File: config.mk
export PLATFORM = sky130hd
export DESIGN_NAME = hsb_queue
export DESIGN_NICKNAME = d
export VERILOG_FILES = /design/src/rtl/core/hsb_pkg.sv /design/src/rtl/core/hsb_queue.sv
export SDC_FILE = /design/constraint.sdc
export NUM_CORES = 1
export LEC_CHECK = 0
export ABC_CLOCK_PERIOD_IN_PS = 7900
export BUFFER_PORTS_ARGS = -buffer_cell sky130_fd_sc_hd__buf_2
export CAP_MARGIN = 30
export CORE_ASPECT_RATIO = 0.75
export CORE_MARGIN = 8
export CORE_UTILIZATION = 50
export CTS_CLUSTER_DIAMETER = 120
export CTS_CLUSTER_SIZE = 8
export DETAILED_ROUTE_END_ITERATION = 7
export PLACE_DENSITY = 0.8
export SYNTH_ARGS = -nofsm -noshare
export SYNTH_HDL_FRONTEND = slang
export SYNTH_SLANG_ARGS = --single-unit
File: constraint.sdc
create_clock -name clk -period 7.9 [get_ports clk]
set_input_delay 1.185 -clock clk [delete_from_list [all_inputs] [get_ports clk]]
set_output_delay 1.185 -clock clk [all_outputs]
set_load 0.02 [all_outputs]
File: src/rtl/core/hsb_pkg.sv
`timescale 1ns / 1ps

package hsb_pkg;

    localparam int NUM_BINS    = 256;
    localparam int COUNT_BITS  = 32;
    localparam int BIN_BITS    = $clog2(NUM_BINS);
    localparam int OP_BITS     = 2;
    localparam int PIXEL_BITS  = 8;
    localparam int HEIGHT_BITS = 10;
    localparam int OUT_BITS    = 32;
    localparam int CMP_BITS    = ((BIN_BITS > PIXEL_BITS) ? BIN_BITS : PIXEL_BITS) + 1;
    localparam int NUM_BITS    = COUNT_BITS + HEIGHT_BITS;
    localparam int SAT_BITS    = (COUNT_BITS > OUT_BITS) ? COUNT_BITS : OUT_BITS;
    localparam int STEP_BITS   = $clog2(HEIGHT_BITS);
    localparam int QUEUE_DEPTH = 2;
    localparam int QPTR_BITS   = $clog2(QUEUE_DEPTH);
    localparam int QCNT_BITS   = $clog2(QUEUE_DEPTH + 1);

    localparam logic [HEIGHT_BITS-1:0] FULL_SCALE_RESET = HEIGHT_BITS'(280);
    localparam logic [COUNT_BITS-1:0]  COUNT_MAX        = '1;
    localparam logic [SAT_BITS-1:0]    OUT_MAX          = SAT_BITS'({OUT_BITS{1'b1}});

    localparam logic [OP_BITS-1:0] OP_CLEAR = 2'd0;
    localparam logic [OP_BITS-1:0] OP_ADD   = 2'd1;
    localparam logic [OP_BITS-1:0] OP_READ  = 2'd2;

    // One pending read handed from the front end to the scaling unit.
    typedef struct packed {
        logic [COUNT_BITS-1:0] count;
        logic [COUNT_BITS-1:0] peak;
    } read_job_t;

    function automatic logic [OUT_BITS-1:0] sat_out(input logic [COUNT_BITS-1:0] v);
        logic [SAT_BITS-1:0] w;
        w = SAT_BITS'(v);
        if (w > OUT_MAX)
        begin
            return {OUT_BITS{1'b1}};
        end
        return OUT_BITS'(w);
    endfunction

endpackage

File: src/rtl/core/hsb_queue.sv
`timescale 1ns / 1ps

module hsb_queue (
    input  logic               clk,
    input  logic               rst_n,
    input  logic               push,
    input  hsb_pkg::read_job_t push_job,
    input  logic               pop,
    output hsb_pkg::read_job_t head,
    output logic               empty,
    output logic               full
);

    hsb_pkg::read_job_t              entry_reg [hsb_pkg::QUEUE_DEPTH];
    logic [hsb_pkg::QPTR_BITS-1:0]   wr_ptr_reg;
    logic [hsb_pkg::QPTR_BITS-1:0]   rd_ptr_reg;
    logic [hsb_pkg::QCNT_BITS-1:0]   cnt_reg;
    logic [hsb_pkg::QCNT_BITS-1:0]   cnt_next;
    logic                            do_push;
    logic                            do_pop;

    assign empty   = (cnt_reg == '0);
    assign full    = (cnt_reg == hsb_pkg::QCNT_BITS'(hsb_pkg::QUEUE_DEPTH));
    assign do_push = push && !full;
    assign do_pop  = pop && !empty;
    assign head    = entry_reg[rd_ptr_reg];

    function automatic logic [hsb_pkg::QPTR_BITS-1:0] wrap_inc(
        input logic [hsb_pkg::QPTR_BITS-1:0] p);
        if (p == hsb_pkg::QPTR_BITS'(hsb_pkg::QUEUE_DEPTH - 1))
        begin
            return '0;
        end
        return p + hsb_pkg::QPTR_BITS'(1);
    endfunction

    always_comb
    begin
        cnt_next = cnt_reg;
        if (do_push && !do_pop)
        begin
            cnt_next = cnt_reg + hsb_pkg::QCNT_BITS'(1);
        end
        else if (do_pop && !do_push)
        begin
            cnt_next = cnt_reg - hsb_pkg::QCNT_BITS'(1);
        end
    end

    always_ff @(posedge clk or negedge rst_n)
    begin
        if (!rst_n)
        begin
            wr_ptr_reg <= '0;
            rd_ptr_reg <= '0;
            cnt_reg    <= '0;
        end
        else
        begin
            cnt_reg <= cnt_next;
            if (do_push)
            begin
                wr_ptr_reg <= wrap_inc(wr_ptr_reg);
            end
            if (do_pop)
            begin
                rd_ptr_reg <= wrap_inc(rd_ptr_reg);
            end
        end
    end

    always_ff @(posedge clk)
    begin
        if (do_push)
        begin
            entry_reg[wr_ptr_reg] <= push_job;
        end
    end

endmodule

After elaboration in Yosys (flattened, before gate mapping)
Memory sizes are Yosys's and may differ from the RTL's.
Cells that the tools add are included.
- bits in registers: 4
- latch bits: 0
- bits in writable memories: 128
- ROM bits: 0
- bits of input ports: 68
- output and inout port bits: 66
- memories kept: 1
- $add $sub $neg: 4
- multipliers: 0
- divide/modulo/power cells: 0
- order comparisons: 0
- equality and inequality tests: 1
- shift-type cells: 0
- muxes and demuxes: 12
- bitwise gates (word level): 0
- reductions and logical operators: 10
- memory list (name ; words ; bits a word ; read ports ; clocked after Yosys merged registers in ; wr ports ; line ; source):
    entry_reg ; 2 ; 64 ; 1 ; 0 ; 1 ; hsb_queue.sv:14 ; hsb_pkg::read_job_t entry_reg [hsb_pkg::QUEUE_DEPTH];
- operator list (operator ; number):
    1-bit 2-to-1 mux ; 10
    1-bit logical AND ; 4
    1-bit logical NOT ; 4
    2-bit 2-to-1 mux ; 2
    1-bit adder (second input constant) ; 2
    2-bit by 1-bit adder with 2-bit output (second input constant) ; 1
    2-bit == test (second input constant) ; 1
    2-bit logical NOT ; 1
    2-bit nonzero test ; 1
    2-bit by 1-bit subtractor with 2-bit output (second input constant) ; 1

Depth between registers and ports, before layout
- depth after elaboration: 7
- depth in mapped cells: 7
- mapped depth without buffers: 7

Worst setup path after synthesis
OpenSTA, ideal clock, no wires.
- path kind: input-to-reg
- start point: in push
- end point: mem entry_reg[0][0] (netlist name) (enable)
- arrival: 3950 ps
- required time: 7414 ps
- setup slack: 3464 ps
- cell stages on the path: 2
- path through: nand2_1 nor2_1
- longest elaborated chain between the ends: 3
- ends and longest elaborated chain (item ; line ; source):
    from (decl) ; hsb_queue.sv:6 ; input logic push,
    1-bit logical AND ; hsb_queue.sv:24 ; assign do_push = push && !full;
    1-bit 2-to-1 mux ; hsb_queue.sv:74 ; if (do_push)
    1-bit 2-to-1 mux (not written as such) ; hsb_queue.sv:76 ; entry_reg[wr_ptr_reg] <= push_job;
    to (decl) ; hsb_queue.sv:14 ;
Every way passes these cells.

==> metrics <==
Req. time, crit path about 6.7 ns; RD Place Congestion ~0.7; critical path peak fanout 36; Hold Path Class reg2reg; Syn. warnings 0; max reg flops between 100 and 150; WP data arrival a little over 2 ns; Tmin final 3.204 ns; Clock transition at path regs 0.05 ns; CTS tree yes; row cnt 31; Vias 2482; hpwl dp a little over 6 mm; antenna violations before repair 0; antenna-violating nets left 0; area occupied by registers ~0.0039 sq mm; Clock Skews around 0.012 ns; worst path cell trace buf_16 > mux2_2 > buf_2; die width between 100 and 150 microns; PortBufs ~130; post-DR wirelength/cell about 18 microns; CTS Sinks about 130; Multi-input gate area slightly above 0.001 sq mm; Peak Freq 312.1 MHz; Final Cycle Share 40.56%; GRT Overall Usage a little over an eighth; max-cap viol count 0; Leak about 2.6 nW; die area between 0.01 and 0.015 sq mm; crit path max-delay cell type dfrtp_4; Yosys reg bits about 130; Power Dens Cells approximately 420 mW/mm^2; max-slew violations 0; count leader, synth edfxtp_1; status complete, no violations; Area Growth Syn to Fin 28.51%; Worst setup EP type output pin; ANT cells 0; Slew headroom about 41%; number of global-route vias before repair roughly 2800; RSZ-0062 raised after global routing false; fin util about two thirds; Slew @ Worst Pin 0.8837 ns; cell area after synthesis 0.005021 sq mm; Mapped Avg Cell Area 23.03 sq um; Peak VDD IR 0.2823 mV; grt total ovfl 0; Vias/cell 4.867; largest net degree at the start of global routing 65; FFs w/ async S/R, synth approximately 3%; critical path class reg2out; root buffer cell clkbuf_16; list of most frequent post-synthesis cells edfxtp_1, mux2_4, mux2_2; TritonCTS Buffers 17; Primary FF master, synth edfxtp_1; Syn Inst Count roughly 220; final net count approximately 440; slowest cell delay on critical path 0.76 ns; DRC 0; Post-Syn Nets between 200 and 300; Critical Path Start Type flop; final WL 9.096 mm; Hold Fails Final Rpt 0; I/O pins about 130; H-tree depth 4; Post-Place Setup Slack 5.080 ns; TNS Setup 0 ns; Pwr Total 2.688 mW; # fillers roughly 660; share of the synthesized area in the top cell type approximately 77%; deepest clock path buffer count 2; DR iter-0 viols 137; CTS Hold Bufs 0; initial core utilization 51.78%; post-synth cell types 15; post-route setup slack ~4.7 ns; post-CTS setup buffer count 0; Synth area leader edfxtp_1; clk_lat worst skew approximately 0.4 ns; Final setup viols 0; largest cells by area after synthesis edfxtp_1, mux2_4, mux2_2; first-pass GRT wire length around 14 mm; Core Area about 0.0097 sq mm; Seq/Total Area, Yosys between 70% and 80%; layout cells sized above 1 around three fifths; first-pass detailed-route iteration total 4; Die Height approximately 100 microns; Post-synth EDFFs around 130; post-cts gate resize count 0
final timing paths:
path	depth (start not counted)	to	slack, ns	from
max in group asynchronous	1	rd_ptr_reg	7.18	rst_n
min in group asynchronous	1	wr_ptr_reg	0.58	rst_n
max	3	head[41]	4.70	rd_ptr_reg
max reg2reg	4	entry_reg[0][58]	5.95	cnt_reg[0]
min	1	cnt_reg[1]	0.53	cnt_reg[1]
min reg2reg	1	cnt_reg[1]	0.53	cnt_reg[1]
layer usage:
| layer | vias up | track usage (%) | share of wire, % |
|---|---|---|---|
| met1 | 1211 | 14.93 | 42 |
| met4 | 0 | 5.717 | 1.1 |
| met3 | 10 | 8.179 | 10 |
| met2 | 104 | 21.62 | 47 |
| li1 | 1157 | - | - |
| met5 | - | 0 | 0 |
layout by cell type, fill, tap and decap left out, types with 2 or more instances in the layout:
| master | count |
|---|---|
| buf_4 | 2 |
| nor2_1 | 2 |
| buf_2 | 133 |
| clkinv_1 | 3 |
| dfrtp_1 | 3 |
| clkbuf_16 | 17 |
| xor2_1 | 2 |
| edfxtp_1 | 128 |
| inv_1 | 2 |
| mux2_4 | 50 |
| clkinv_2 | 4 |
| mux2_2 | 14 |
| xnor2_1 | 3 |
| bufinv_16 | 5 |
report_power, final:
part	switching (mW)	internal, mW
Sequential	0.0830	0.964
Combinational	0.456	0.373
Clock	0.261	0.551
Total	0.800	1.89
area by class of cell:
cell class                      count  area share, %
Tap cell                          132          2.560
Multi-Input combinational cell     77          15.59
Timing Repair Buffer              136          10.98
Sequential cell                   132          61.18
Clock inverter                     13          2.928
Inverter                            2         0.1163
Clock buffer                       18          6.651
per-stage QoR:
step	cells	hold slack, ns	instance area, sq um
6_report	510	0.5283	6452
4_1_cts	510	0.5292	6452
2_1_floorplan	218	0.4608	5021
3_5_place_dp	479	0.5223	5834
5_1_grt	510	0.5622	6452
3_3_place_gp	478	0.5001	5807
kinds of logic (layout without fill, tap and decap cells):
kind of cell    after synthesis  in the layout  synth area share [%]
compound gates                1              1               0.09958
xor+xnor                      5              5                0.8723
fa+ha+maj                     1              1                0.2492
buf+inv                       9            169                 1.595
flops                       132            132                 78.54
mux                          64             64                 18.09
simple gates                  6              6                0.5483
worst max-delay path, delay by kind of cell (launching register included):
family / cells / cell delay, ns
muxes: 1 / 0.37
buffers and inverters: 2 / 0.47
DFF: 1 / 0.76
(Power assumes the default switching activity.)
