==> config.mk <==
export PLATFORM = sky130hd
export DESIGN_NAME = hsb_back_flat
export DESIGN_NICKNAME = d
export VERILOG_FILES = /design/src/rtl/core/hsb_pkg.sv /design/src/rtl/core/hsb_out_if.sv /design/src/rtl/core/hsb_back.sv /design/src/flat_wrapper.sv
export SDC_FILE = /design/constraint.sdc
export NUM_CORES = 1
export LEC_CHECK = 0
export ABC_AREA = 0
export BUFFER_PORTS_ARGS = -buffer_cell sky130_fd_sc_hd__buf_2
export CORE_ASPECT_RATIO = 1.1
export CORE_MARGIN = 2
export CORE_UTILIZATION = 63
export DETAILED_ROUTE_END_ITERATION = 10
export GPL_TIMING_DRIVEN = 0
export HOLD_SLACK_MARGIN = 0.05
export PLACE_DENSITY_LB_ADDON = 0.08
export SETUP_SLACK_MARGIN = 0.2
export SLEW_MARGIN = 10
export SYNTH_ARGS = -nofsm -noshare
export SYNTH_HDL_FRONTEND = slang
export SYNTH_SLANG_ARGS = --single-unit
==> constraint.sdc <==
create_clock -name clk -period 15.3 [get_ports clk]
set_input_delay 1.53 -clock clk [delete_from_list [all_inputs] [get_ports clk]]
set_output_delay 1.53 -clock clk [all_outputs]
set_load 0.02 [all_outputs]
==> src/rtl/core/hsb_pkg.sv <==
`timescale 1ns / 1ps

package hsb_pkg;

    localparam int NUM_BINS    = 256;
    localparam int COUNT_BITS  = 32;
    localparam int BIN_BITS    = $clog2(NUM_BINS);
    localparam int OP_BITS     = 2;
    localparam int PIXEL_BITS  = 8;
    localparam int HEIGHT_BITS = 10;
    localparam int OUT_BITS    = 32;
    localparam int CMP_BITS    = ((BIN_BITS > PIXEL_BITS) ? BIN_BITS : PIXEL_BITS) + 1;
    localparam int NUM_BITS    = COUNT_BITS + HEIGHT_BITS;
    localparam int SAT_BITS    = (COUNT_BITS > OUT_BITS) ? COUNT_BITS : OUT_BITS;
    localparam int STEP_BITS   = $clog2(HEIGHT_BITS);
    localparam int QUEUE_DEPTH = 2;
    localparam int QPTR_BITS   = $clog2(QUEUE_DEPTH);
    localparam int QCNT_BITS   = $clog2(QUEUE_DEPTH + 1);

    localparam logic [HEIGHT_BITS-1:0] FULL_SCALE_RESET = HEIGHT_BITS'(280);
    localparam logic [COUNT_BITS-1:0]  COUNT_MAX        = '1;
    localparam logic [SAT_BITS-1:0]    OUT_MAX          = SAT_BITS'({OUT_BITS{1'b1}});

    localparam logic [OP_BITS-1:0] OP_CLEAR = 2'd0;
    localparam logic [OP_BITS-1:0] OP_ADD   = 2'd1;
    localparam logic [OP_BITS-1:0] OP_READ  = 2'd2;

    // One pending read handed from the front end to the scaling unit.
    typedef struct packed {
        logic [COUNT_BITS-1:0] count;
        logic [COUNT_BITS-1:0] peak;
    } read_job_t;

    function automatic logic [OUT_BITS-1:0] sat_out(input logic [COUNT_BITS-1:0] v);
        logic [SAT_BITS-1:0] w;
        w = SAT_BITS'(v);
        if (w > OUT_MAX)
        begin
            return {OUT_BITS{1'b1}};
        end
        return OUT_BITS'(w);
    endfunction

endpackage

==> src/rtl/core/hsb_out_if.sv <==
`timescale 1ns / 1ps

interface hsb_out_if;
    logic                             valid;
    logic                             ready;
    logic [hsb_pkg::HEIGHT_BITS-1:0]  bar_height;
    logic [hsb_pkg::OUT_BITS-1:0]     raw_count;
    logic [hsb_pkg::OUT_BITS-1:0]     peak_value;

    modport source (output valid, output bar_height, output raw_count, output peak_value,
                    input ready);
    modport sink   (input valid, input bar_height, input raw_count, input peak_value,
                    output ready);
endinterface

==> src/rtl/core/hsb_back.sv <==
`timescale 1ns / 1ps

module hsb_back (
    input  logic                             clk,
    input  logic                             rst_n,
    input  logic [hsb_pkg::HEIGHT_BITS-1:0]  fs,
    input  hsb_pkg::read_job_t               head,
    input  logic                             empty,
    output logic                             pop,
    hsb_out_if.source                        rsp
);

    typedef enum logic [3:0] {
        ST_IDLE = 4'b0001,
        ST_MUL  = 4'b0010,
        ST_DIV  = 4'b0100,
        ST_HOLD = 4'b1000
    } back_state_t;

    back_state_t                         state_reg;
    back_state_t                         state_next;
    logic [hsb_pkg::COUNT_BITS-1:0]      count_reg;
    logic [hsb_pkg::COUNT_BITS-1:0]      peak_reg;
    logic [hsb_pkg::COUNT_BITS-1:0]      rem_reg;
    logic [hsb_pkg::COUNT_BITS-1:0]      rem_next;
    logic [hsb_pkg::HEIGHT_BITS-1:0]     low_reg;
    logic [hsb_pkg::HEIGHT_BITS-1:0]     low_next;
    logic [hsb_pkg::STEP_BITS-1:0]       step_reg;
    logic [hsb_pkg::STEP_BITS-1:0]       step_next;
    logic [hsb_pkg::HEIGHT_BITS-1:0]     bar_reg;
    logic [hsb_pkg::HEIGHT_BITS-1:0]     bar_next;
    logic [hsb_pkg::OUT_BITS-1:0]        raw_reg;
    logic [hsb_pkg::OUT_BITS-1:0]        pk_reg;

    logic [hsb_pkg::NUM_BITS-1:0]        num;
    logic [hsb_pkg::COUNT_BITS:0]        trial;
    logic [hsb_pkg::COUNT_BITS:0]        diff;
    logic                                ge;
    logic                                last_step;
    logic                                finish;

    assign pop = !empty && ((state_reg == ST_IDLE) || ((state_reg == ST_HOLD) && rsp.ready));

    // Rounded-up numerator; the quotient never exceeds the full scale, so it
    // fits in HEIGHT_BITS and the top part of the numerator starts below peak.
    assign num = hsb_pkg::NUM_BITS'(count_reg) * hsb_pkg::NUM_BITS'(fs)
                 + hsb_pkg::NUM_BITS'(peak_reg) - hsb_pkg::NUM_BITS'(1);

    assign trial     = {rem_reg, low_reg[hsb_pkg::HEIGHT_BITS-1]};
    assign diff      = trial - {1'b0, peak_reg};
    assign ge        = (trial >= {1'b0, peak_reg});
    assign last_step = (step_reg == hsb_pkg::STEP_BITS'(hsb_pkg::HEIGHT_BITS - 1));
    assign finish    = (state_reg == ST_DIV) && last_step;

    always_comb
    begin
        state_next = state_reg;
        rem_next   = rem_reg;
        low_next   = low_reg;
        step_next  = step_reg;
        bar_next   = bar_reg;
        unique case (state_reg)
            ST_IDLE:
            begin
                if (pop)
                begin
                    state_next = ST_MUL;
                end
            end
            ST_MUL:
            begin
                rem_next   = num[hsb_pkg::NUM_BITS-1:hsb_pkg::HEIGHT_BITS];
                low_next   = num[hsb_pkg::HEIGHT_BITS-1:0];
                step_next  = '0;
                state_next = ST_DIV;
            end
            ST_DIV:
            begin
                rem_next  = ge ? diff[hsb_pkg::COUNT_BITS-1:0] : trial[hsb_pkg::COUNT_BITS-1:0];
                low_next  = {low_reg[hsb_pkg::HEIGHT_BITS-2:0], ge};
                step_next = step_reg + hsb_pkg::STEP_BITS'(1);
                if (last_step)
                begin
                    bar_next   = (peak_reg == '0) ? '0 : low_next;
                    state_next = ST_HOLD;
                end
            end
            ST_HOLD:
            begin
                if (rsp.ready)
                begin
                    state_next = pop ? ST_MUL : ST_IDLE;
                end
            end
            default:
            begin
                state_next = ST_IDLE;
            end
        endcase
    end

    always_ff @(posedge clk or negedge rst_n)
    begin
        if (!rst_n)
        begin
            state_reg <= ST_IDLE;
        end
        else
        begin
            state_reg <= state_next;
        end
    end

    always_ff @(posedge clk)
    begin
        if (pop)
        begin
            count_reg <= head.count;
            peak_reg  <= head.peak;
        end
        if (finish)
        begin
            raw_reg <= hsb_pkg::sat_out(count_reg);
            pk_reg  <= hsb_pkg::sat_out(peak_reg);
        end
        rem_reg  <= rem_next;
        low_reg  <= low_next;
        step_reg <= step_next;
        bar_reg  <= bar_next;
    end

    assign rsp.valid      = (state_reg == ST_HOLD);
    assign rsp.bar_height = bar_reg;
    assign rsp.raw_count  = raw_reg;
    assign rsp.peak_value = pk_reg;

endmodule

==> src/flat_wrapper.sv <==
// flat-port wrapper written by rule: the top's interface ports become plain ports
module hsb_back_flat 
  (clk, rst_n, fs, head, empty, pop, rsp_valid, rsp_bar_height, rsp_raw_count, rsp_peak_value, rsp_ready);
  hsb_out_if rsp_i ();
  input  logic clk;
  input  logic rst_n;
  input  logic [hsb_pkg::HEIGHT_BITS-1:0] fs;
  input  hsb_pkg::read_job_t head;
  input  logic empty;
  output logic pop;
  output wire logic [$bits(rsp_i.valid)-1:0] rsp_valid;
  output wire logic [$bits(rsp_i.bar_height)-1:0] rsp_bar_height;
  output wire logic [$bits(rsp_i.raw_count)-1:0] rsp_raw_count;
  output wire logic [$bits(rsp_i.peak_value)-1:0] rsp_peak_value;
  input wire logic [$bits(rsp_i.ready)-1:0] rsp_ready;
  assign rsp_valid = rsp_i.valid;
  assign rsp_bar_height = rsp_i.bar_height;
  assign rsp_raw_count = rsp_i.raw_count;
  assign rsp_peak_value = rsp_i.peak_value;
  assign rsp_i.ready = rsp_ready;
  hsb_back u_core (.clk(clk), .rst_n(rst_n), .fs(fs), .head(head), .empty(empty), .pop(pop), .rsp(rsp_i));
endmodule
# Word-level counts from Yosys, hierarchy flattened

Index checks and enable logic that the tools add are counted.

Eq/ne operators: 8
Multiplexer cells: 17
Reduce and logical (&&, ||, !) cells: 9
$mul: 1
Magnitude comparators: 3
$add $sub $neg: 4

Operator list:

| kind                  | count |
|---|---|
| $mux 32               | 5 |
| $gt 32x32->1 const B  | 2 |
| $pmux 32 s2           | 1 |
| $add 42x32->42        | 1 |
| $mul 32x10->42        | 1 |
| $sub 42x1->42 const B | 1 |
| $ge 33x32->1          | 1 |
| $logic_not 32->1      | 1 |
| $sub 32x32->32        | 1 |
| $pmux 10 s2           | 1 |
| $pmux 4 s4            | 1 |
| $mux 4                | 3 |
| $eq 4x4->1 const B    | 2 |
| $pmux 4 s2            | 1 |
| $ne 2x1->1 const B    | 3 |
| $add 4x1->4 const B   | 1 |
| $eq 4x1->1 const B    | 1 |
| $eq 4x2->1 const B    | 1 |
| $eq 4x3->1 const B    | 1 |
| $mux 1                | 4 |
| $logic_and 1x1->1     | 3 |
| $reduce_and 3->1      | 1 |
| $mux 2                | 1 |
| $reduce_and 2->1      | 1 |
| 3 further kinds       | 3 |

Register bits after elaboration: 188
Output and inout port bits: 76
Word-level logic and storage cells: 51

# Depth between registers and ports, before layout

Gate-level depths: netlist of run 1.

Depth in word-level cells: 7
Gate-level depth with buffers: 22
Gate-level depth less buffers: 20

# Least setup slack after synthesis of run 1

OpenSTA, ideal clock, no wires.

Path kind: input -> output
From: input rsp_ready
To: output pop
Path buffers: 0
Stages: 2
Setup slack: 1256 ps
Arrival: 12514 ps
Path through: nand3b_1 a2111oi_0

Word-level cells in the longest chain between the ends: 3

RTL lines:

| element           | line               | text |
|---|---|---|
| start, declared   | flat_wrapper.sv:15 | `input wire logic [$bits(rsp_i.ready)-1:0] rsp_ready;` |
| $logic_and 1x1->1 | hsb_back.sv:42     | `assign pop = !empty && ((state_reg == ST_IDLE) \|\| ((state_reg == ST_HOLD) && rsp.ready));` |
| $logic_or 1x1->1  | hsb_back.sv:42     |  |
| $logic_and 1x1->1 | hsb_back.sv:42     |  |
| end, declared     | flat_wrapper.sv:10 | `output logic pop;` |

No other way between the ends.

# Worst setup path in the final report of run 1

From: input fs[4] (netlist name)
To: register u_core.rem_reg[28] (netlist name) (data pin)

Word-level cells in the longest chain between the ends: 4

RTL lines:

| element                       | line              | text |
|---|---|---|
| start, declared               | flat_wrapper.sv:7 | `input logic [hsb_pkg::HEIGHT_BITS-1:0] fs;` |
| $mul 32x10->42                | hsb_back.sv:46    | `assign num = hsb_pkg::NUM_BITS'(count_reg) * hsb_pkg::NUM_BITS'(fs)` |
| $add 42x32->42                | hsb_back.sv:47    | `+ hsb_pkg::NUM_BITS'(peak_reg) - hsb_pkg::NUM_BITS'(1);` |
| $sub 42x1->42                 | hsb_back.sv:47    |  |
| $pmux 32 s2                   | hsb_back.sv:62    | `unique case (state_reg)` |
| net u_core.rem_next (one bit) | hsb_back.sv:25    | `logic [hsb_pkg::COUNT_BITS-1:0] rem_next;` |
| end signal, assigned          | hsb_back.sv:126   | `rem_reg <= rem_next;` |
| end, declared                 | hsb_back.sv:24    | `logic [hsb_pkg::COUNT_BITS-1:0] rem_reg;` |

The timed path passes the listed nets, and every way through them passes these cells.
A chain may end at the register's enable or synchronous reset.

==> results.md, run 1 <==
- Compound-Gate Fraction of Synth Area: 0.0972
- Clk_skew: 10.5 ps
- HP Class: flip-flop to flip-flop
- Yosys warns: 0
- Async SR Flop Fraction: 0.0213
- Final wirelength: 51,700 microns
- Simple-gate share of the synthesized area: 0.135
- Vias in the first global route: 16,100
- Final period util: 0.503
- Area delta synth->final: 10.0%
- Status: finished clean
- Die X-Extent: 175 microns
- Worst R2R End: u_core.rem_reg[28]
- Setup WS post-layout: 7610 ps
- Syn_area_per_cell: 9.71 sq um
- Crit-path cells: buf_2 > clkbuf_1 > nand2_1 > fa_1 > fa_1 > inv_1 > fa_1 > fa_1 > inv_1 > fa_1 > inv_1 > ha_1 > clkbuf_1 > a21o_1 > o21bai_1 > or4_1 > o22a_1 > a31oi_1 > a21oi_2 > xnor2_1 > a211oi_1
- CTS tree: yes
- Vias per cell: 5.73
- Post-layout min period: 7690 ps
- Seq/Total Area, Yosys: 0.278
- CTS Buffer Depth: 2
- Mapped Nets: 2,576
- Rows: 68
- Core Util, Final: 0.708
- Post-place setup slack: 7240 ps
- Synth Flop Type: edfxtp_1
- Hpwl dp: 42,000 microns
- Worst hold start: u_core.count_reg[23]
- Post-CTS Setup Bufs: 0
- Clk sinks: 188
- Cell variety after synth: 78
- Max Freq: 130 MHz
- CP startpoint kind: input pin
- IO Count: 154
- Critical Path RT: 15,560 ps
- Hold Path Sink: u_core.rsp.raw_count[23]
- Via count: 15,500
- Nets: 2,761
- Routed length per instance: 19.1 microns
- Largest net degree at the start of global routing: 35
- Met3 routed WL: 3540 microns
- Worst-path maximum fanout: 10
- Count of final max-slew check failures: 0
- Max-cap violations: 0
- Number of CTS-inserted buffers: 17
- Overflow after GRT: 0
- Worst skew pair latency: 470 ps
- Arrival time worst endpoint: 7950 ps
- Drt drc: 0
- Hold_buf cts: 0
- Final Wtd Congestion: 0.937
- Die area: 33,600 sq um
- Metal2 WL: 26,100 microns
- Slowest CP cell: clkbuf_1
- Crit Path Category: input pin to flip-flop
- Detailed Route Iter0 Violations: 1,238
- Post-CTS resize count: 0
- First-pass GRT wire length: 82,700 microns
- Initial core utilization: 0.643
- Aggregate global-route resource usage: 0.324
- # setup viols final: 0
- Worst hold stages: 0
- Number of I/O port buffers: 153
- RSZ-0062 raised after global routing: false
- Reg2Reg Setup Slack: 8750 ps
- Number of antenna-violating nets in the routed design: 0
- Initial antenna violation count: 1
- Clock Pin Slew Worst Setup and Hold Paths: 80 ps
- Die Y-Extent: 192 microns
- H-Tree Depth: 4
- Mux share of post-synthesis cell area: 0.00717
- FF+latch count, synth: 188
- Synth Area in Adders: 0.359
- Root buf cell: clkbuf_16
- Final Instance Area: 22,300 sq um
- Pre-antenna DRT Iters: 5
- Post-synth EDFFs: 184
- Crit-path max cell delay: 650 ps
- Reg2reg start: u_core.count_reg[18]
- Post-Syn Area: 20,200 sq um
- Commonest non-fill, non-tap cells in the layout: inv_1 (432), nand2_1 (319), fa_1 (279)
- Most common cell after layout, fill and taps aside: inv_1
- Hold Fails Final Rpt: 0
- Depth of the most critical reg-to-reg path: 20
- Top Layer Used: met4
- DP Area: 21,700 sq um
- Worst Max-Slew Pin Slew: 961 ps
- Critical Path Most Common Cell: fa_1
- Cells after Synth: 2,084
- Largest family of logic cells by synthesized area: adder cells
- M1 WL: 19,400 microns
- Crit. End Element: flip-flop
- Layout cell share with drive strength beyond 1: 0.106
- Post-Synth XOR/XNOR Area: 0.0242
- Core box area: 31,500 sq um
- Rel. slew slack: 0.358
## final cells by class
| type | count | area [sq um] |
|---|---|---|
| inverter | 432 | 1620 |
| clock buffer | 17 | 425 |
| tap | 420 | 526 |
| multi-input combinational | 1365 | 12600 |
| antenna | 1 | 2.50 |
| timing repair buffer | 166 | 883 |
| fill | 2509 | 9200 |
| sequential | 188 | 5630 |
| clock inverter | 15 | 176 |
| buffer | 99 | 392 |
## worst max path at each step
stage               from            endpoint
2_1_floorplan  rsp_ready                 pop
3_3_place_gp   rsp_ready                 pop
3_5_place_dp       fs[4]  u_core.rem_reg[28]
4_1_cts            fs[4]  u_core.rem_reg[28]
5_1_grt            fs[4]  u_core.rem_reg[28]
6_report           fs[4]  u_core.rem_reg[28]
## critical path, delay by kind of cell
family	cells	cell delay [ps]
adder cells (fa/ha/maj)	6	2900
buffers and inverters	6	1190
AO/OA/AOI/OAI	6	1450
XOR/XNOR	1	190
AND/OR/NAND/NOR	2	670
## stage by stage
| stage | cells | hold slack (ps) | TNS, ps |
|---|---|---|---|
| 2_1_floorplan | 2084 | 424 | 0 |
| 6_report | 2703 | 446 | 0 |
| 3_3_place_gp | 2657 | 428 | -226860 |
| 5_1_grt | 2703 | 455 | 0 |
| 3_5_place_dp | 2670 | 430 | 0 |
| 4_1_cts | 2702 | 449 | 0 |
## cell usage after synthesis, types with 16 or more instances
master	instances	area, sq um
xnor2_1	32	280
o211ai_1	16	120
and2_1	70	438
nor3_1	17	85.1
inv_1	432	1620
and3_1	16	100
nand2_1	319	1200
o21ai_0	61	305
xor2_1	24	210
a21o_1	29	218
clkbuf_1	86	323
edfxtp_1	184	5530
nor2b_1	20	125
nor2_1	64	240
o21a_1	18	135
nand3_1	22	110
fa_1	279	5590
a21oi_1	70	350
ha_1	135	1690
## kinds of logic (layout without fill, tap and decap cells)
kind of cell    count (synthesis)  in the layout
flops                         188            188
simple gates                  591            591
xor+xnor                       56             56
other cells                     0              1
fa+ha+maj                     414            414
mux                            14             14
compound gates                290            290
buf+inv                       531            729
## per-layer routing
metal | vias up | global-route usage
met5 | - | 0
met4 | 0 | 0.166
met1 | 7717 | 0.394
met3 | 154 | 0.0602
met2 | 608 | 0.556
li1 | 7015 | -
Power of run 1 is left out: the tool's default activity adds up to more than one toggle a clock period on the data nets, which glitch-free logic cannot reach.
==> run 2: changes to the inputs <==
clock period = 7.5 ns   (was 15.3 ns; I/O delays follow)
==> results.md, run 2 (synthesis gave the netlist of run 1 again) <==
- Largest net degree at the start of global routing: 36 (+2.9%)
- Vias in the first global route: 16,100 (-0.081%)
- H-Tree Depth: 4 (unchanged)
- Crit-path max cell delay: 650 ps (about the same)
- Commonest non-fill, non-tap cells in the layout: inv_1 (432), nand2_1 (319), fa_1 (279)
- Metal2 WL: 26,400 microns (+1.3%)
- CTS tree: yes
- Worst skew pair latency: 470 ps (about the same)
- Detailed Route Iter0 Violations: 1,170 (-5.5%)
- Die Y-Extent: 192 microns (unchanged)
- Status: finished clean
- Most common cell after layout, fill and taps aside: inv_1
- Final Wtd Congestion: 0.954 (+1.8%)
- CP startpoint kind: input pin
- Rows: 68 (unchanged)
- Pre-antenna DRT Iters: 6 (+1)
- Critical Path RT: 7670 ps (-7890 ps)
- IO Count: 154 (unchanged)
- Crit. End Element: flip-flop
- Top Layer Used: met4
- Clock Pin Slew Worst Setup and Hold Paths: 70 ps (about the same)
- Post-place setup slack: 262 ps (-6980 ps)
- Via count: 15,500 (-0.25%)
- Worst-path maximum fanout: 10 (unchanged)
- # setup viols final: 0 (unchanged)
- Crit-path cells: buf_2 > clkbuf_1 > nand2_1 > fa_1 > fa_1 > inv_1 > fa_1 > fa_1 > inv_1 > fa_1 > inv_1 > ha_1 > clkbuf_1 > a21o_1 > o21bai_1 > or4_1 > o22a_1 > a31oi_1 > a21oi_2 > xnor2_1 > a211oi_1
- RSZ-0062 raised after global routing: false
- First-pass GRT wire length: 82,400 microns (-0.41%)
- M1 WL: 19,200 microns (-1.2%)
- Layout cell share with drive strength beyond 1: 0.103 (-0.00372)
- Post-CTS Setup Bufs: 0 (unchanged)
- HP Class: input pin to asynchronous set/reset pin
- Clk_skew: 13.0 ps (+2.49 ps)
- Met3 routed WL: 3200 microns (-9.8%)
- Arrival time worst endpoint: 7050 ps (-900 ps)
- Final TNS setup: 0 ps (unchanged)
- Multi-input logic area: 12,600 sq um (about the same)
- Number of CTS-inserted buffers: 17 (unchanged)
- Drt drc: 0 (unchanged)
- Final wirelength: 51,600 microns (about the same)
- Root buf cell: clkbuf_16
- Crit Path Category: input pin to flip-flop
- Diode count: 0 (-1)
- Die X-Extent: 175 microns (unchanged)
- Overflow after GRT: 0 (unchanged)
- Critical Path Most Common Cell: fa_1
- Initial antenna violation count: 0 (-1)
- Area delta synth->final: 10.0% (about the same)
- Setup WS post-layout: 620 ps (-6990 ps)
- Aggregate global-route resource usage: 0.324 (about the same)
- Post-CTS resize count: 0 (unchanged)
- Vias per cell: 5.73 (about the same)
- Number of antenna-violating nets in the routed design: 0 (unchanged)
- Hold Fails Final Rpt: 0 (unchanged)
- Clk sinks: 188 (unchanged)
- Count of final max-slew check failures: 0 (unchanged)
- Hold_buf cts: 0 (unchanged)
- Core box area: 31,500 sq um (unchanged)
- Slowest CP cell: clkbuf_1
- Max-cap violations: 0 (unchanged)
- Nets: 2,757 (-0.14%)
- Rel. slew slack: 0.169 (-0.189)
- Fillers: 2,550 (+1.6%)
- Max Freq: 145 MHz
- Final period util: 0.917
- Post-layout min period: 6880 ps
- Number of I/O port buffers: 153 (unchanged)
- Worst Max-Slew Pin Slew: 1240 ps (+276 ps)
- Core Util, Final: 0.708 (about the same)
- Routed length per instance: 19.1 microns (+0.14%)
- FF+latch area: 5630 sq um (unchanged)
- CTS Buffer Depth: 2 (unchanged)
- Die area: 33,600 sq um (unchanged)
- Initial core utilization: 0.643 (unchanged)
- Hpwl dp: 42,200 microns (+0.38%)
==> run 2: final cells by class <==
class	count	area share
Buffer	99	0.0176
Clock buffer	18	0.0193
Clock inverter	13	0.00702
Inverter	432	0.0728
Multi-Input combinational cell	1365	0.567
Sequential cell	188	0.253
Tap cell	420	0.0236
Timing Repair Buffer	162	0.0401
==> run 2: layer usage <==
layer	up-vias	GRT usage
li1	6991	-
met1	7665	0.392
met2	612	0.558
met3	187	0.0548
met4	0	0.174
met5	-	0
==> run 2: through the flow <==
stage          hold WS [ps]  cells  cell area [sq um]
6_report               74.7   2697              22300
4_1_cts                63.6   2697              22300
3_5_place_dp            430   2666              21700
2_1_floorplan           424   2084              20200
5_1_grt                63.2   2697              22300
3_3_place_gp            426   2657              21500
==> run 2: worst paths after layout <==
check,start,to,slack [ps],depth (start not counted)
setup / recovery,fs[4],u_core.rem_reg[28],620,21
min in group clk,u_core.count_reg[17],u_core.rsp.raw_count[17],450,0
max in group asynchronous,rst_n,u_core.state_reg[0],7220,1
setup reg to reg,u_core.count_reg[2],u_core.rem_reg[30],970,21
hold / removal,rst_n,u_core.state_reg[3],70,1
hold reg to reg,u_core.count_reg[17],u_core.rsp.raw_count[17],450,0
==> run 2: worst max-delay path, delay by kind of cell <==
kind | cells | cell delay (ps)
AOI/OAI and AO/OA | 6 | 1250
xor gates and xnor gates | 1 | 280
and+or+nand+nor | 2 | 680
buffers and inverters | 6 | 1190
adders and majority gates | 6 | 2890
Power of run 2 is left out for the same reason.
==> run 3: changes to the inputs <==
==> constraint.sdc (replaced) <==
create_clock -name clk -period 7.5 [get_ports clk]
set_input_delay 1.125 -clock clk [delete_from_list [all_inputs] [get_ports clk]]
set_output_delay 1.125 -clock clk [all_outputs]
set_load 0.02 [all_outputs]
==> results.md, run 3 (synthesis gave the netlist of run 1 again) <==
- Worst Max-Slew Pin Slew: 1240 ps (unchanged)
- Via count: 15,500 (unchanged)
- Final TNS setup: 0 ps (unchanged)
- Status: finished clean
- First-pass GRT wire length: 82,400 microns (unchanged)
- Die X-Extent: 175 microns (unchanged)
- CTS Buffer Depth: 2 (unchanged)
- HP Class: flip-flop to flip-flop
- Clock Pin Slew Worst Setup and Hold Paths: 70 ps (about the same)
- Vias per cell: 5.73 (unchanged)
- Aggregate global-route resource usage: 0.324 (unchanged)
- Number of antenna-violating nets in the routed design: 0 (unchanged)
- Vias in the first global route: 16,100 (unchanged)
- Rel. slew slack: 0.169 (unchanged)
- Core box area: 31,500 sq um (unchanged)
- Largest net degree at the start of global routing: 36 (unchanged)
- Nets: 2,757 (unchanged)
- Hold Fails Final Rpt: 0 (unchanged)
- Root buf cell: clkbuf_16
- Post-layout min period: 7170 ps (+289 ps)
- Final period util: 0.956 (+0.0385)
- Count of final max-slew check failures: 0 (unchanged)
- Final wirelength: 51,600 microns (about the same)
- CTS tree: yes
- Commonest non-fill, non-tap cells in the layout: inv_1 (432), nand2_1 (319), fa_1 (279)
- Pre-antenna DRT Iters: 6 (unchanged)
- Routed length per instance: 19.1 microns (about the same)
- Max-cap violations: 0 (unchanged)
- Initial core utilization: 0.643 (unchanged)
- Detailed Route Iter0 Violations: 1,180 (+0.85%)
- Core Util, Final: 0.708 (about the same)
- CP startpoint kind: input pin
- Crit. End Element: flip-flop
- H-Tree Depth: 4 (unchanged)
- Hold Slack: 443 ps (+368 ps)
- Worst skew pair latency: 470 ps (about the same)
- Number of I/O port buffers: 153 (unchanged)
- Multi-input logic area: 12,600 sq um (unchanged)
- Number of CTS-inserted buffers: 17 (unchanged)
- IO Count: 154 (unchanged)
- Worst-path maximum fanout: 10 (unchanged)
- Clk sinks: 188 (unchanged)
- Layout cell share with drive strength beyond 1: 0.104 (+0.00132)
- Die area: 33,600 sq um (unchanged)
- Clk_skew: 12.6 ps (-0.328 ps)
- Initial antenna violation count: 0 (unchanged)
- Drt drc: 0 (unchanged)
- Area delta synth->final: 10.1% (about the same)
- Hpwl dp: 42,200 microns (unchanged)
- Fillers: 2,548 (-0.078%)
- Rows: 68 (unchanged)
- FF+latch area: 5630 sq um (unchanged)
- # setup viols final: 0 (unchanged)
- Crit Path Category: input pin to flip-flop
- RSZ-0062 raised after global routing: true
- Max Freq: 140 MHz (-4.0%)
- Most common cell after layout, fill and taps aside: inv_1
- Diode count: 0 (unchanged)
- Arrival time worst endpoint: 7340 ps (+290 ps)
- Post-CTS Setup Bufs: 0 (unchanged)
- Critical Path RT: 7670 ps (about the same)
- Die Y-Extent: 192 microns (unchanged)
- Final Wtd Congestion: 0.954 (unchanged)
- Overflow after GRT: 0 (unchanged)
==> run 3: cell counts in the layout (fill, tap and decap cells not counted) <==
Identical to the previous run, type by type.
==> run 3: through the flow <==
stage / setup slack [ps] / instances / area, sq um
3_5_place_dp: -113 / 2666 / 21700
4_1_cts: 318 / 2697 / 22300
6_report: 332 / 2697 / 22300
3_3_place_gp: -2140 / 2657 / 21500
2_1_floorplan: 829 / 2084 / 20200
5_1_grt: 175 / 2697 / 22300
==> run 3: metal layers <==
metal / GRT usage / share of wire
met1: 0.392 / 0.37
met2: 0.558 / 0.51
met3: 0.0548 / 0.064
met4: 0.174 / 0.055
met5: 0 / 0
==> run 3: area by class of cell <==
class                           instances  share of cell area
Multi-Input combinational cell       1365               0.567
Timing Repair Buffer                  162              0.0401
Buffer                                 99              0.0177
Inverter                              432              0.0728
Clock inverter                         13             0.00702
Tap cell                              420              0.0236
Sequential cell                       188               0.253
Clock buffer                           18              0.0193
==> run 3: timing repair <==
| item | CTS | global route |
|---|---|---|
| endpoints found under the setup margin | 0 | 3 |
| resized for setup | 0 | 6 |
| hold buffers | 0 | 0 |
==> run 3: critical path, stage by stage <==
cell and delay [ps]:
buf_2 120, clkbuf_1 660, nand2_1 180, fa_1 520, inv_1 50, fa_1 470
fa_1 550, fa_1 560, inv_1 60, fa_1 530, inv_1 40, ha_1 270
clkbuf_1 180, a21o_1 200, o21bai_1 190, or4_1 490, o22a_1 270, a31oi_1 340
a21oi_2 100, xnor2_1 280, a211oi_1 150
==> run 3: path summary, 6_finish.rpt <==
kind                                      startpoint                        to  slack (ps)  cells past startpoint
worst max-delay path                           fs[5]        u_core.rem_reg[28]         330                     21
worst min-delay path            u_core.count_reg[13]  u_core.rsp.raw_count[13]         440                      0
worst max register to register   u_core.count_reg[6]        u_core.rem_reg[30]         970                     20
worst min register to register  u_core.count_reg[13]  u_core.rsp.raw_count[13]         440                      0
max in group asynchronous                      rst_n       u_core.state_reg[0]        6850                      1
min in group asynchronous                      rst_n       u_core.state_reg[3]         450                      1
Power of run 3 is left out for the same reason.
